**src/hw/rtl/dnle_pkg.sv**
```systemverilog
`default_nettype none
// ---------------------------------------------------------------------------
// dnle_pkg
// Shared types and constants for the DNS name label encoder.
// ---------------------------------------------------------------------------
package dnle_pkg;

    // ASCII dot separates labels
    localparam logic [7:0] DOT_CHAR = 8'd46;

    // result limit per input word
    localparam int         CNT_W       = 7;
    localparam logic [CNT_W-1:0] MAX_RESULTS = 7'd64;

    // source of the next output byte
    typedef enum logic [1:0] {
        SRC_LEN  = 2'd0,
        SRC_DATA = 2'd1,
        SRC_TERM = 2'd2
    } src_t;

    // controller -> datapath
    typedef struct packed {
        logic take;        // input word accepted this cycle
        logic emit;        // load output register
        src_t sel;         // byte source
        logic last;        // last result of this input word
        logic advance;     // step label read index
        logic flush_done;  // label fully sent, clear label state
    } cmd_t;

    // datapath -> controller
    typedef struct packed {
        logic is_dot;      // incoming char is a dot
        logic len_zero;    // no chars held
        logic idx_last;    // read index is on the last held char
        logic cnt_full;    // result limit reached, drop further results
        logic cnt_last;    // next result is the last one allowed
        logic slot_free;   // output register can take a word
    } status_t;

endpackage : dnle_pkg
`default_nettype wire

```
**src/hw/rtl/dnle_datapath.sv**
```systemverilog
`default_nettype none
// ---------------------------------------------------------------------------
// dnle_datapath
// Label buffer, length/overflow tracking, result counter and output register.
// ---------------------------------------------------------------------------
module dnle_datapath #(
    parameter int LABEL_CAPACITY = 32
) (
    input  wire logic              aclk,
    input  wire logic              aresetn,
    input  wire logic [7:0]        s_tdata,   // [7:0] char_in
    input  wire dnle_pkg::cmd_t    cmd,
    output dnle_pkg::status_t      status,
    output logic                   m_tvalid,
    input  wire logic              m_tready,
    output logic [7:0]             m_tdata,   // [7:0] out_byte
    output logic                   m_tlast,
    output logic [1:0]             m_tuser    // [0] name_done, [1] label_truncated
);

    localparam int IDX_W = (LABEL_CAPACITY > 1) ? $clog2(LABEL_CAPACITY) : 1;
    localparam int LEN_W = $clog2(LABEL_CAPACITY + 1);

    logic [7:0]                 label_mem [LABEL_CAPACITY];
    logic [7:0]                 rd_data_reg;
    logic [LEN_W-1:0]           len_reg, len_next;
    logic                       ovf_reg, ovf_next;
    logic [IDX_W-1:0]           idx_reg, idx_next;
    logic [dnle_pkg::CNT_W-1:0] cnt_reg, cnt_next;
    logic                       valid_reg, valid_next;
    logic [7:0]                 byte_reg, byte_next;
    logic                       last_reg, done_reg, trunc_reg;
    logic                       is_dot, len_lt_cap, store_char;

    assign is_dot     = (s_tdata == dnle_pkg::DOT_CHAR);
    assign len_lt_cap = (len_reg < LEN_W'(LABEL_CAPACITY));
    assign store_char = cmd.take && !is_dot && len_lt_cap;

    // label length and overflow flag
    always_comb begin
        len_next = len_reg;
        ovf_next = ovf_reg;
        if (cmd.flush_done) begin
            len_next = '0;
            ovf_next = 1'b0;
        end else if (cmd.take && !is_dot) begin
            if (len_lt_cap) begin
                len_next = len_reg + LEN_W'(1);
            end else begin
                ovf_next = 1'b1;
            end
        end
    end

    // read index, restarts at each accepted word and each finished label
    always_comb begin
        idx_next = idx_reg;
        if (cmd.take || cmd.flush_done) begin
            idx_next = '0;
        end else if (cmd.advance) begin
            idx_next = idx_reg + IDX_W'(1);
        end
    end

    // results given for the current word
    always_comb begin
        cnt_next = cnt_reg;
        if (cmd.take) begin
            cnt_next = '0;
        end else if (cmd.emit) begin
            cnt_next = cnt_reg + dnle_pkg::CNT_W'(1);
        end
    end

    // output byte select
    always_comb begin
        unique case (cmd.sel)
            dnle_pkg::SRC_LEN:  byte_next = 8'(len_reg);
            dnle_pkg::SRC_DATA: byte_next = rd_data_reg;
            dnle_pkg::SRC_TERM: byte_next = 8'd0;
            default:            byte_next = 8'd0;
        endcase
    end

    // output register handshake
    always_comb begin
        valid_next = valid_reg;
        if (cmd.emit) begin
            valid_next = 1'b1;
        end else if (m_tready) begin
            valid_next = 1'b0;
        end
    end

    // label buffer; read data is registered from the next index, so it holds the entry at the current index
    always_ff @(posedge aclk) begin
        if (store_char) begin
            label_mem[len_reg[IDX_W-1:0]] <= s_tdata;
        end
        rd_data_reg <= label_mem[idx_next];
    end

    // control registers
    always_ff @(posedge aclk) begin
        if (!aresetn) begin
            len_reg   <= '0;
            ovf_reg   <= 1'b0;
            idx_reg   <= '0;
            cnt_reg   <= '0;
            valid_reg <= 1'b0;
        end else begin
            len_reg   <= len_next;
            ovf_reg   <= ovf_next;
            idx_reg   <= idx_next;
            cnt_reg   <= cnt_next;
            valid_reg <= valid_next;
        end
    end

    // output payload
    always_ff @(posedge aclk) begin
        if (cmd.emit) begin
            byte_reg  <= byte_next;
            last_reg  <= cmd.last;
            done_reg  <= (cmd.sel == dnle_pkg::SRC_TERM);
            trunc_reg <= (cmd.sel == dnle_pkg::SRC_LEN) && ovf_reg;
        end
    end

    // status to controller
    always_comb begin
        status.is_dot    = is_dot;
        status.len_zero  = (len_reg == '0);
        status.idx_last  = ((LEN_W'(idx_reg) + LEN_W'(1)) == len_reg);
        status.cnt_full  = (cnt_reg == dnle_pkg::MAX_RESULTS);
        status.cnt_last  = (cnt_reg == (dnle_pkg::MAX_RESULTS - dnle_pkg::CNT_W'(1)));
        status.slot_free = !valid_reg || m_tready;
    end

    assign m_tvalid = valid_reg;
    assign m_tdata  = byte_reg;
    assign m_tlast  = last_reg;
    assign m_tuser  = {trunc_reg, done_reg};

endmodule : dnle_datapath
`default_nettype wire

```
**src/hw/rtl/dnle_ctrl.sv**
```systemverilog
`default_nettype none
// ---------------------------------------------------------------------------
// dnle_ctrl
// Sequencer: accepts a char, then walks length byte, label bytes and
// terminator as the word calls for.
// ---------------------------------------------------------------------------
module dnle_ctrl (
    input  wire logic               aclk,
    input  wire logic               aresetn,
    input  wire logic               s_tvalid,
    output logic                    s_tready,
    input  wire logic               s_tlast,
    input  wire dnle_pkg::status_t  status,
    output dnle_pkg::cmd_t          cmd
);

    typedef enum logic [3:0] {
        ST_IDLE = 4'b0001,
        ST_LEN  = 4'b0010,
        ST_DATA = 4'b0100,
        ST_TERM = 4'b1000
    } state_t;

    state_t state_reg, state_next;
    logic   second_reg, second_next;   // an empty label follows this one
    logic   term_reg, term_next;       // terminator follows
    logic   step, more;
    state_t after_flush;

    // one result slot per cycle while the output register can take it; past the limit results are skipped
    assign step = status.slot_free || status.cnt_full;
    assign more = second_reg || term_reg;

    // where to go once the current label is out
    always_comb begin
        priority if (second_reg) begin
            after_flush = ST_LEN;
        end else if (term_reg) begin
            after_flush = ST_TERM;
        end else begin
            after_flush = ST_IDLE;
        end
    end

    always_comb begin
        state_next      = state_reg;
        second_next     = second_reg;
        term_next       = term_reg;
        s_tready        = 1'b0;
        cmd.take        = 1'b0;
        cmd.emit        = 1'b0;
        cmd.sel         = dnle_pkg::SRC_LEN;
        cmd.last        = 1'b0;
        cmd.advance     = 1'b0;
        cmd.flush_done  = 1'b0;

        unique case (state_reg)
            ST_IDLE: begin
                s_tready = 1'b1;
                if (s_tvalid) begin
                    cmd.take    = 1'b1;
                    second_next = status.is_dot && s_tlast;
                    term_next   = s_tlast;
                    if (status.is_dot || s_tlast) begin
                        state_next = ST_LEN;
                    end
                end
            end
            ST_LEN: begin
                cmd.sel  = dnle_pkg::SRC_LEN;
                cmd.last = (status.len_zero && !more) || status.cnt_last;
                if (step) begin
                    cmd.emit = !status.cnt_full;
                    if (status.len_zero) begin
                        cmd.flush_done = 1'b1;
                        state_next     = after_flush;
                        if (second_reg) begin
                            second_next = 1'b0;
                        end
                    end else begin
                        state_next = ST_DATA;
                    end
                end
            end
            ST_DATA: begin
                cmd.sel  = dnle_pkg::SRC_DATA;
                cmd.last = (status.idx_last && !more) || status.cnt_last;
                if (step) begin
                    cmd.emit = !status.cnt_full;
                    if (status.idx_last) begin
                        cmd.flush_done = 1'b1;
                        state_next     = after_flush;
                        if (second_reg) begin
                            second_next = 1'b0;
                        end
                    end else begin
                        cmd.advance = 1'b1;
                    end
                end
            end
            ST_TERM: begin
                cmd.sel  = dnle_pkg::SRC_TERM;
                cmd.last = 1'b1;
                if (step) begin
                    cmd.emit   = !status.cnt_full;
                    term_next  = 1'b0;
                    state_next = ST_IDLE;
                end
            end
            default: begin
                state_next = ST_IDLE;
            end
        endcase
    end

    always_ff @(posedge aclk) begin
        if (!aresetn) begin
            state_reg  <= ST_IDLE;
            second_reg <= 1'b0;
            term_reg   <= 1'b0;
        end else begin
            state_reg  <= state_next;
            second_reg <= second_next;
            term_reg   <= term_next;
        end
    end

endmodule : dnle_ctrl
`default_nettype wire

```
**src/hw/rtl/dns_name_label_encoder_unit.sv**
```systemverilog
`default_nettype none
// ---------------------------------------------------------------------------
// dns_name_label_encoder_unit
// Host name to DNS wire-format label encoder, top level.
// ---------------------------------------------------------------------------
// Takes one host name character per input word (s_tlast marks the final one)
// and gives DNS labels one byte per output word: a length byte then the label
// bytes, and after the last label a zero terminator (m_tuser[0]). m_tlast
// flags the last output word caused by an input word. Characters past
// LABEL_CAPACITY are dropped and the length byte is flagged (m_tuser[1]).
// Flow: a plain character is taken while the sequencer is idle. A word that
// ends a label is accepted, then the sequencer walks its output bytes in turn,
// including any past the result limit, which are skipped: the length byte, the
// label bytes, the empty label of a dot that ends the name, and a terminator.
// The sequencer reads the label buffer and loads the output register one
// byte a cycle; the input is held off during that time and for every cycle
// that a byte waits on m_tready. An output register lets the next character
// be taken while the last result waits on m_tready.
// ---------------------------------------------------------------------------
module dns_name_label_encoder_unit #(
    parameter int LABEL_CAPACITY = 32
) (
    input  wire logic       aclk,
    input  wire logic       aresetn,
    input  wire logic       s_tvalid,
    output logic            s_tready,
    input  wire logic [7:0] s_tdata,   // [7:0] char_in
    input  wire logic       s_tlast,   // end_of_name
    output logic            m_tvalid,
    input  wire logic       m_tready,
    output logic [7:0]      m_tdata,   // [7:0] out_byte
    output logic            m_tlast,   // last_of_run
    output logic [1:0]      m_tuser    // [0] name_done, [1] label_truncated
);

    dnle_pkg::cmd_t    cmd;
    dnle_pkg::status_t status;

    dnle_ctrl u_ctrl (
        .aclk     (aclk),
        .aresetn  (aresetn),
        .s_tvalid (s_tvalid),
        .s_tready (s_tready),
        .s_tlast  (s_tlast),
        .status   (status),
        .cmd      (cmd)
    );

    dnle_datapath #(
        .LABEL_CAPACITY (LABEL_CAPACITY)
    ) u_datapath (
        .aclk     (aclk),
        .aresetn  (aresetn),
        .s_tdata  (s_tdata),
        .cmd      (cmd),
        .status   (status),
        .m_tvalid (m_tvalid),
        .m_tready (m_tready),
        .m_tdata  (m_tdata),
        .m_tlast  (m_tlast),
        .m_tuser  (m_tuser)
    );

endmodule : dns_name_label_encoder_unit
`default_nettype wire

```
**config.mk**
```make
export PLATFORM = sky130hd
export DESIGN_NAME = dns_name_label_encoder_unit
export DESIGN_NICKNAME = d
export VERILOG_FILES = /design/src/hw/rtl/dnle_pkg.sv /design/src/hw/rtl/dnle_datapath.sv /design/src/hw/rtl/dnle_ctrl.sv /design/src/hw/rtl/dns_name_label_encoder_unit.sv
export SDC_FILE = /design/constraint.sdc
export NUM_CORES = 1
export LEC_CHECK = 0
export ABC_AREA = 0
export BUFFER_PORTS_ARGS = -buffer_cell sky130_fd_sc_hd__buf_2
export CORE_ASPECT_RATIO = 1.25
export CORE_MARGIN = 2
export CORE_UTILIZATION = 55
export DETAILED_ROUTE_END_ITERATION = 10
export GPL_TIMING_DRIVEN = 1
export PLACE_DENSITY = 0.77
export SYNTH_ARGS = -nofsm -noshare
export SYNTH_HDL_FRONTEND = slang
export SYNTH_SLANG_ARGS = --single-unit
```
**constraint.sdc**
```tcl
create_clock -name aclk -period 3.79 [get_ports aclk]
set_input_delay 0.1895 -clock aclk [delete_from_list [all_inputs] [get_ports aclk]]
set_output_delay 0.1895 -clock aclk [all_outputs]
set_load 0.02 [all_outputs]
```
==> run_results.csv, run 1 <==
group,metric,value,unit
finish,final_util,62.6,%
job,maxCapViolations,0,
route,viasPerCell,6.64,
synthesis,yosys_warnings,0,
timing,fin_crit,3.70,ns
critical_path,critPathMaxFanout,49,
floorplanning,rows,63,
power_and_ir_drop,power_switching,0.00228,W
floorplanning,die_area,25600,sq um
finish,regArea,8700,sq um
power_and_ir_drop,vdd_ir_drop_max,0.000328,V
timing,fin_skew,0.0130,ns
global_routing,grt_max_degree,89,
synthesis,ys_seq_area_share,65.1,%
power_and_ir_drop,p_leak,4.90,nW
finish,largest_reg_flops,256,
synthesis,syn-cell-area,13400,sq um
placed_design,io_buffers,25,
critical_path,cpPeakStageDelay,0.57,ns
synthesis,synth_edf_count,267,
timing,slew_headroom,16.3,%
finish,final_cells,1420,
timing,tns,0,ns
cts,clk_path_buf_depth,3,
synthesis,synthesis.nets,1069,
global_routing,grt_pass1_wl,52700,microns
critical_path,cp-start-kind,"flop",
critical_path,required,4.18,ns
finish,fin_nets,1093,
placed_design,place.gp.congestion,0.944,
route,vias,9432,
timing,min_period_over_period,97.7,%
cts,root_buffer,"clkbuf_16",
synthesis,synth_flop_cell,"edfxtp_1",
synthesis,synth_most_common_cell,"edfxtp_1",
placed_design,dp.cells,1365,
route,drt-pass1-iter-count,6,
synthesis,synth.area.top_cells,"edfxtp_1 (60%), dfxtp_1 (5.1%), nand2_1 (3.0%), nor2_1 (2.2%), o22ai_1 (2.0%)",
global_routing,antenna_found_initial,1,
cts,clk-insertion-delay-late,0.55,ns
synthesis,synthArstFlopShare,0,%
synthesis,netlist_instances,1049,
power_and_ir_drop,power_frac_clock,36.3,%
cts,cts_tree,"done",
synthesis,synth-seq-cells,301,
placed_design,hpwlAfterDp,22800,microns
timing,hold_violations,0,
route,routed_wl,35200,microns
route,drt-wirelength-per-cell,24.8,microns
cts,cts.sinks,301,
cts,cts_buffers,29,
power_and_ir_drop,power.internal,0.00601,W
route,dr.first_iter.drc_count,1318,
finish,area_growth,11.6,%
floorplanning,coreArea,23800,sq um
route,drtAntennaViolNets,0,
global_routing,grt_pass1_vias,8825,
timing,tightestPinTransition,1.25,ns
floorplanning,top_level_ports,26,
synthesis,yosys.area.top_type,"edfxtp_1",
global_routing,grt.total_usage,27.6,%
critical_path,cp_slowest_cell,"buf_4",
floorplanning,dieHeight,178,microns
finish,drive_gt1_share,14.2,%
power_and_ir_drop,powerDensity,556,nW/um^2
power_and_ir_drop,power,0.00829,W
cts,clk_pin_slew,0.07,ns
critical_path,cp.arrival,4.09,ns
synthesis,synthTopCellsByCount,"edfxtp_1 (267), nand2_1 (105), nor2_1 (77), o21ai_0 (43), o22ai_1 (42)",
floorplanning,start_util,56.1,%
synthesis,synth_top_area_share,60.0,%
finish,antenna_cells,0,
cts,htree_levels,1,
cts,cts_resized,0,
critical_path,critical_path.cell_chain,"ha_1, xor2_1, nor2_1, nand4_2, o21ai_4, buf_4, mux2i_1, o211ai_1, a32oi_1, o2111ai_1",
power_and_ir_drop,swShare,27.5,%
synthesis,syn-mean-instance-area,12.7,sq um
timing,slew_violations,0,
timing,fmax,270,MHz
timing,rsz0062_at_grt,"no",
power_and_ir_drop,combPwrFrac,17.2,%
run_status,outcome,"finished clean",
power_and_ir_drop,power_frac_seq,46.4,%
critical_path,crit_path_end_kind,"flop",
critical_path,critPathKind,"reg -> reg",
finish,nFillCells,1795,
synthesis,yosys.cell_types.count,77,
global_routing,gr-total-overflow,0,
route,drcViolationCount,0,
timing,setup_violations,0,
floorplanning,fp.dieW,143,microns
finish,multi_input_area,4290,sq um
hold_path,hp-class,"in -> reg",
[cells in the final DEF (no fill, tap or decap), drive strengths merged, types with 13 or more instances in the layout]
cell / n
mux2i: 25
nor3: 40
o21ai: 53
o2bb2ai: 15
nand3: 25
o211ai: 18
nor2: 80
nand2: 106
dfxtp: 34
a21oi: 33
o221ai: 24
buf: 65
edfxtp: 267
clkbuf: 38
and3: 13
o22ai: 43
a211oi: 14
and2: 18
[power groups by stage]
| stage | logic, W | clock network, W | registers [W] |
|---|---|---|---|
| 6_report | 0.00143 | 0.00301 | 0.00385 |
| 5_1_grt | 0.00153 | 0.00316 | 0.00386 |
| 4_1_cts | 0.00140 | 0.00304 | 0.00385 |
| 3_5_place_dp | 0.00139 | 0 | 0.00392 |
| 3_3_place_gp | 0.00137 | 0 | 0.00391 |
| 2_1_floorplan | 0.000937 | 0 | 0.00391 |
[metrics by stage]
stage / hold WS (ns) / area [sq um] / setup slack, ns
2_1_floorplan: 0.288 / 13400 / 0.872
3_3_place_gp: 0.439 / 13900 / 0.371
3_5_place_dp: 0.450 / 13900 / 0.318
4_1_cts: 0.0269 / 14900 / 0.229
5_1_grt: 0.0745 / 14900 / 0.000274
6_report: 0.0529 / 14900 / 0.0864
[area by class of cell]
| class | instances | share of cell area [%] |
|---|---|---|
| flip-flops and latches | 301 | 58.4 |
| multi-input cells | 667 | 28.8 |
| clock buffers | 38 | 5.44 |
| repair buffers | 67 | 3.24 |
| well taps | 325 | 2.73 |
| clock inverters | 15 | 1.30 |
| inverters | 7 | 0.176 |
[what timing repair did]
item,4_1_cts,5_1_grt
hold buffers,2,0
hold endpoints to repair,4,0
buffers inserted,0,0
[routing by layer]
| layer | up-vias | GRT usage (%) | wire [microns] |
|---|---|---|---|
| met5 | - | 0 | 13 |
| met4 | 2 | 12.4 | 1620 |
| met3 | 112 | 4.05 | 3080 |
| met2 | 572 | 46.4 | 17600 |
| met1 | 4590 | 35.5 | 12900 |
| li1 | 4156 | - | - |
[worst max-delay path, delay by kind of cell, from the launching register on]
kind                       cells  cell delay [ns]
AOI/OAI and AO/OA              4             1.23
and+or+nand+nor                2             0.48
buffers and inverters          1             0.57
xor gates and xnor gates       1             0.15
DFF                            1             0.41
adders and majority gates      1             0.36
muxes                          1             0.26
[worst paths after layout]
path                                  endpoint  slack (ns)  depth (start not counted)                        startpoint
min reg2reg    u_datapath.ovf_reg$_SDFFE_PP0P_        0.48                          2   u_datapath.ovf_reg$_SDFFE_PP0P_
max reg2reg  u_datapath.rd_data_reg[4]$_DFF_P_        0.09                         10  u_datapath.idx_reg[0]$_SDFF_PN0_
min           u_ctrl.state_reg[0]$_SDFFE_PN1P_        0.05                          4                          s_tvalid
max          u_datapath.rd_data_reg[4]$_DFF_P_        0.09                         10  u_datapath.idx_reg[0]$_SDFF_PN0_
[cell families after synthesis]
kind of cell	Yosys count	share of synthesized area (%)
and+or+nand+nor	325	12.1
DFF	301	65.1
AOI/OAI and AO/OA	293	16.1
buffers and inverters	81	2.88
muxes	26	2.05
xor gates and xnor gates	16	1.11
adders and majority gates	7	0.656
(Power assumes the default switching activity.)
==> inputs of run 2 (changes only) <==
- CORE_MARGIN: 2 -> 8
==> run 2 against run 1 <==
Against the previous run:
- clock power is 8.6% lower
- fmax is 4.6% higher
- flip-flop and latch count stayed put
- clock-buffer cell count is 2 lower
- design area is 0.55% lower
- via count is 0.41% lower
- non-clock buffer count is 3 higher
- cell count stayed put
==> run_results.csv, run 2 (same netlist as run 1, synthesis figures left out) <==
group,metric,value,unit
critical_path,required,4.24,ns
global_routing,grt_max_degree,94,
finish,final_cell_mix,"edfxtp_1 (267), nand2_1 (105), nor2_1 (75)",
critical_path,cp.arrival,3.99,ns
finish,antenna_cells,0,
timing,rsz0062_at_grt,"no",
route,drcViolationCount,0,
route,drt-wirelength-per-cell,24.3,microns
route,vias,9393,
run_status,outcome,"finished clean",
timing,min_period_over_period,93.4,%
finish,final_common_cell,"edfxtp_1",
global_routing,gr-total-overflow,0,
finish,area_growth,11.0,%
cts,htree_levels,1,
critical_path,crit_cells,10,
job,maxCapViolations,0,
timing,tns,0,ns
global_routing,grt_pass1_wl,52400,microns
floorplanning,coreArea,23800,sq um
critical_path,crit_family,"compound AO/OA/AOI/OAI gates",
power_and_ir_drop,powerDensity,541,nW/um^2
hold_path,hp-class,"in -> reg",
floorplanning,rows,63,
cts,root_buffer,"clkbuf_16",
finish,multi_input_area,4290,sq um
global_routing,antenna_found_initial,0,
cts,post-cts-setup-buffers,0,
critical_path,worst-path-buf-inv,1,
critical_path,worst-r2r-setup-slack,0.25,ns
placed_design,io_buffers,25,
power_and_ir_drop,p_leak,4.86,nW
floorplanning,top_level_ports,26,
finish,final_cells,1420,
timing,tightestPinTransition,1.29,ns
cts,clk_path_buf_depth,3,
hold_path,min_path_cells,3,
critical_path,r2r_cells,10,
floorplanning,start_util,56.1,%
route,viasPerCell,6.61,
critical_path,cp-start-kind,"flop",
floorplanning,fp.dieW,155,microns
power_and_ir_drop,vdd_ir_drop_max,0.000313,V
finish,largest_reg_flops,256,
route,drt-pass1-iter-count,5,
critical_path,crit_path_end_kind,"flop",
critical_path,critPathMaxFanout,13,
cts,cts_tree,"done",
finish,regArea,8700,sq um
critical_path,cpPeakStageDelay,0.77,ns
floorplanning,die_area,29600,sq um
timing,fin_skew,0.0116,ns
timing,hold_violations,0,
finish,drive_gt1_share,13.7,%
critical_path,critical_path.cell_chain,"xnor2_1, xnor2_1, nand4_2, o21ai_2, o21ai_2, buf_4, nor3_4, o2bb2ai_1, o21ai_0, o2111ai_1",
cts,cts_buffers,28,
timing,setup_violations,0,
critical_path,cp_slowest_cell,"dfxtp_1",
timing,slew_violations,0,
placed_design,dp.cells,1368,
route,routed_wl,34500,microns
global_routing,grt.total_usage,23.1,%
finish,fin_nets,1095,
critical_path,critPathKind,"reg -> reg",
cts,cts.sinks,301,
route,drtAntennaViolNets,0,
placed_design,hpwlAfterDp,22300,microns
global_routing,grt_pass1_vias,8849,
route,dr.first_iter.drc_count,1220,
floorplanning,dieHeight,190,microns
cts,clk-insertion-delay-late,0.54,ns
timing,fmax,283,MHz
timing,fin_crit,3.54,ns
finish,nFillCells,1771,
cts,clk_pin_slew,0.06,ns
timing,slew_headroom,13.7,%
placed_design,place.gp.congestion,0.973,
==> run 2: cell count changes in the layout (fill, tap and decap cells not counted) <==
| cell | previous run | this run |
|---|---|---|
| clkinv_8 | 1 | 0 |
| nor2_1 | 76 | 75 |
| clkinv_1 | 1 | 5 |
| clkbuf_16 | 30 | 29 |
| inv_4 | 1 | 0 |
| buf_4 | 37 | 40 |
| clkinvlp_4 | 3 | 1 |
| bufinv_16 | 4 | 3 |
| clkbuf_8 | 3 | 0 |
| nor2_4 | 1 | 2 |
| clkbuf_1 | 5 | 7 |
==> run 2: metal layers <==
layer | up-vias | wire length, microns | GRT usage (%)
met5 | - | 0 | 0
met4 | 0 | 1920 | 12.9
met3 | 108 | 3190 | 3.92
met2 | 571 | 16900 | 38.5
met1 | 4560 | 12500 | 28.3
li1 | 4154 | - | -
==> run 2: through the flow <==
| stage | hold WS, ns | total power [W] | utilization, % | setup slack (ns) | instance area [sq um] |
|---|---|---|---|---|---|
| floorplan | 0.288 | 0.00485 | - | 0.872 | 13400 |
| CTS | 0.0258 | 0.00802 | 62.3 | 0.175 | 14800 |
| finish | 0.0462 | 0.00802 | 62.3 | 0.250 | 14800 |
| global placement | 0.445 | 0.00528 | 58.4 | 0.250 | 13900 |
| detailed placement | 0.447 | 0.00530 | 58.4 | 0.207 | 13900 |
| global route | 0.0578 | 0.00828 | 62.3 | 0.0207 | 14800 |
==> run 2: what timing repair did <==
action	in CTS	in global routing
hold endpoints to repair	4	0
endpoints found under the setup margin	0	9
hold buffers	2	0
resized for setup	0	2
==> run 2: layout make-up <==
class | count | area share [%]
timing repair buffer | 70 | 3.41
tap | 325 | 2.74
multi-input combinational | 667 | 29.0
clock buffer | 36 | 5.07
inverter | 7 | 0.177
sequential | 301 | 58.7
clock inverter | 14 | 0.954
==> run 2: report_power, final <==
group | internal, W | total (W) | switching, W
sequential | 0.00376 | 0.00384 | 0.0000888
clock | 0.00160 | 0.00275 | 0.00116
combinational | 0.000466 | 0.00142 | 0.000956
==> run 2: path summary, 6_finish.rpt <==
kind	to	start
worst max-delay path	u_datapath.rd_data_reg[0]$_DFF_P_	u_datapath.len_reg[3]$_SDFFE_PP0P_
worst min-delay path	u_datapath.m_tvalid$_SDFFE_PN0P_	m_tready
worst max register to register	u_datapath.rd_data_reg[0]$_DFF_P_	u_datapath.len_reg[3]$_SDFFE_PP0P_
worst min register to register	u_datapath.ovf_reg$_SDFFE_PP0P_	u_datapath.ovf_reg$_SDFFE_PP0P_
==> run 2: worst min-delay path, cell delays in order <==
cell and delay [ns]:
buf_2 0.07, nor2b_1 0.08, o21a_1 0.19
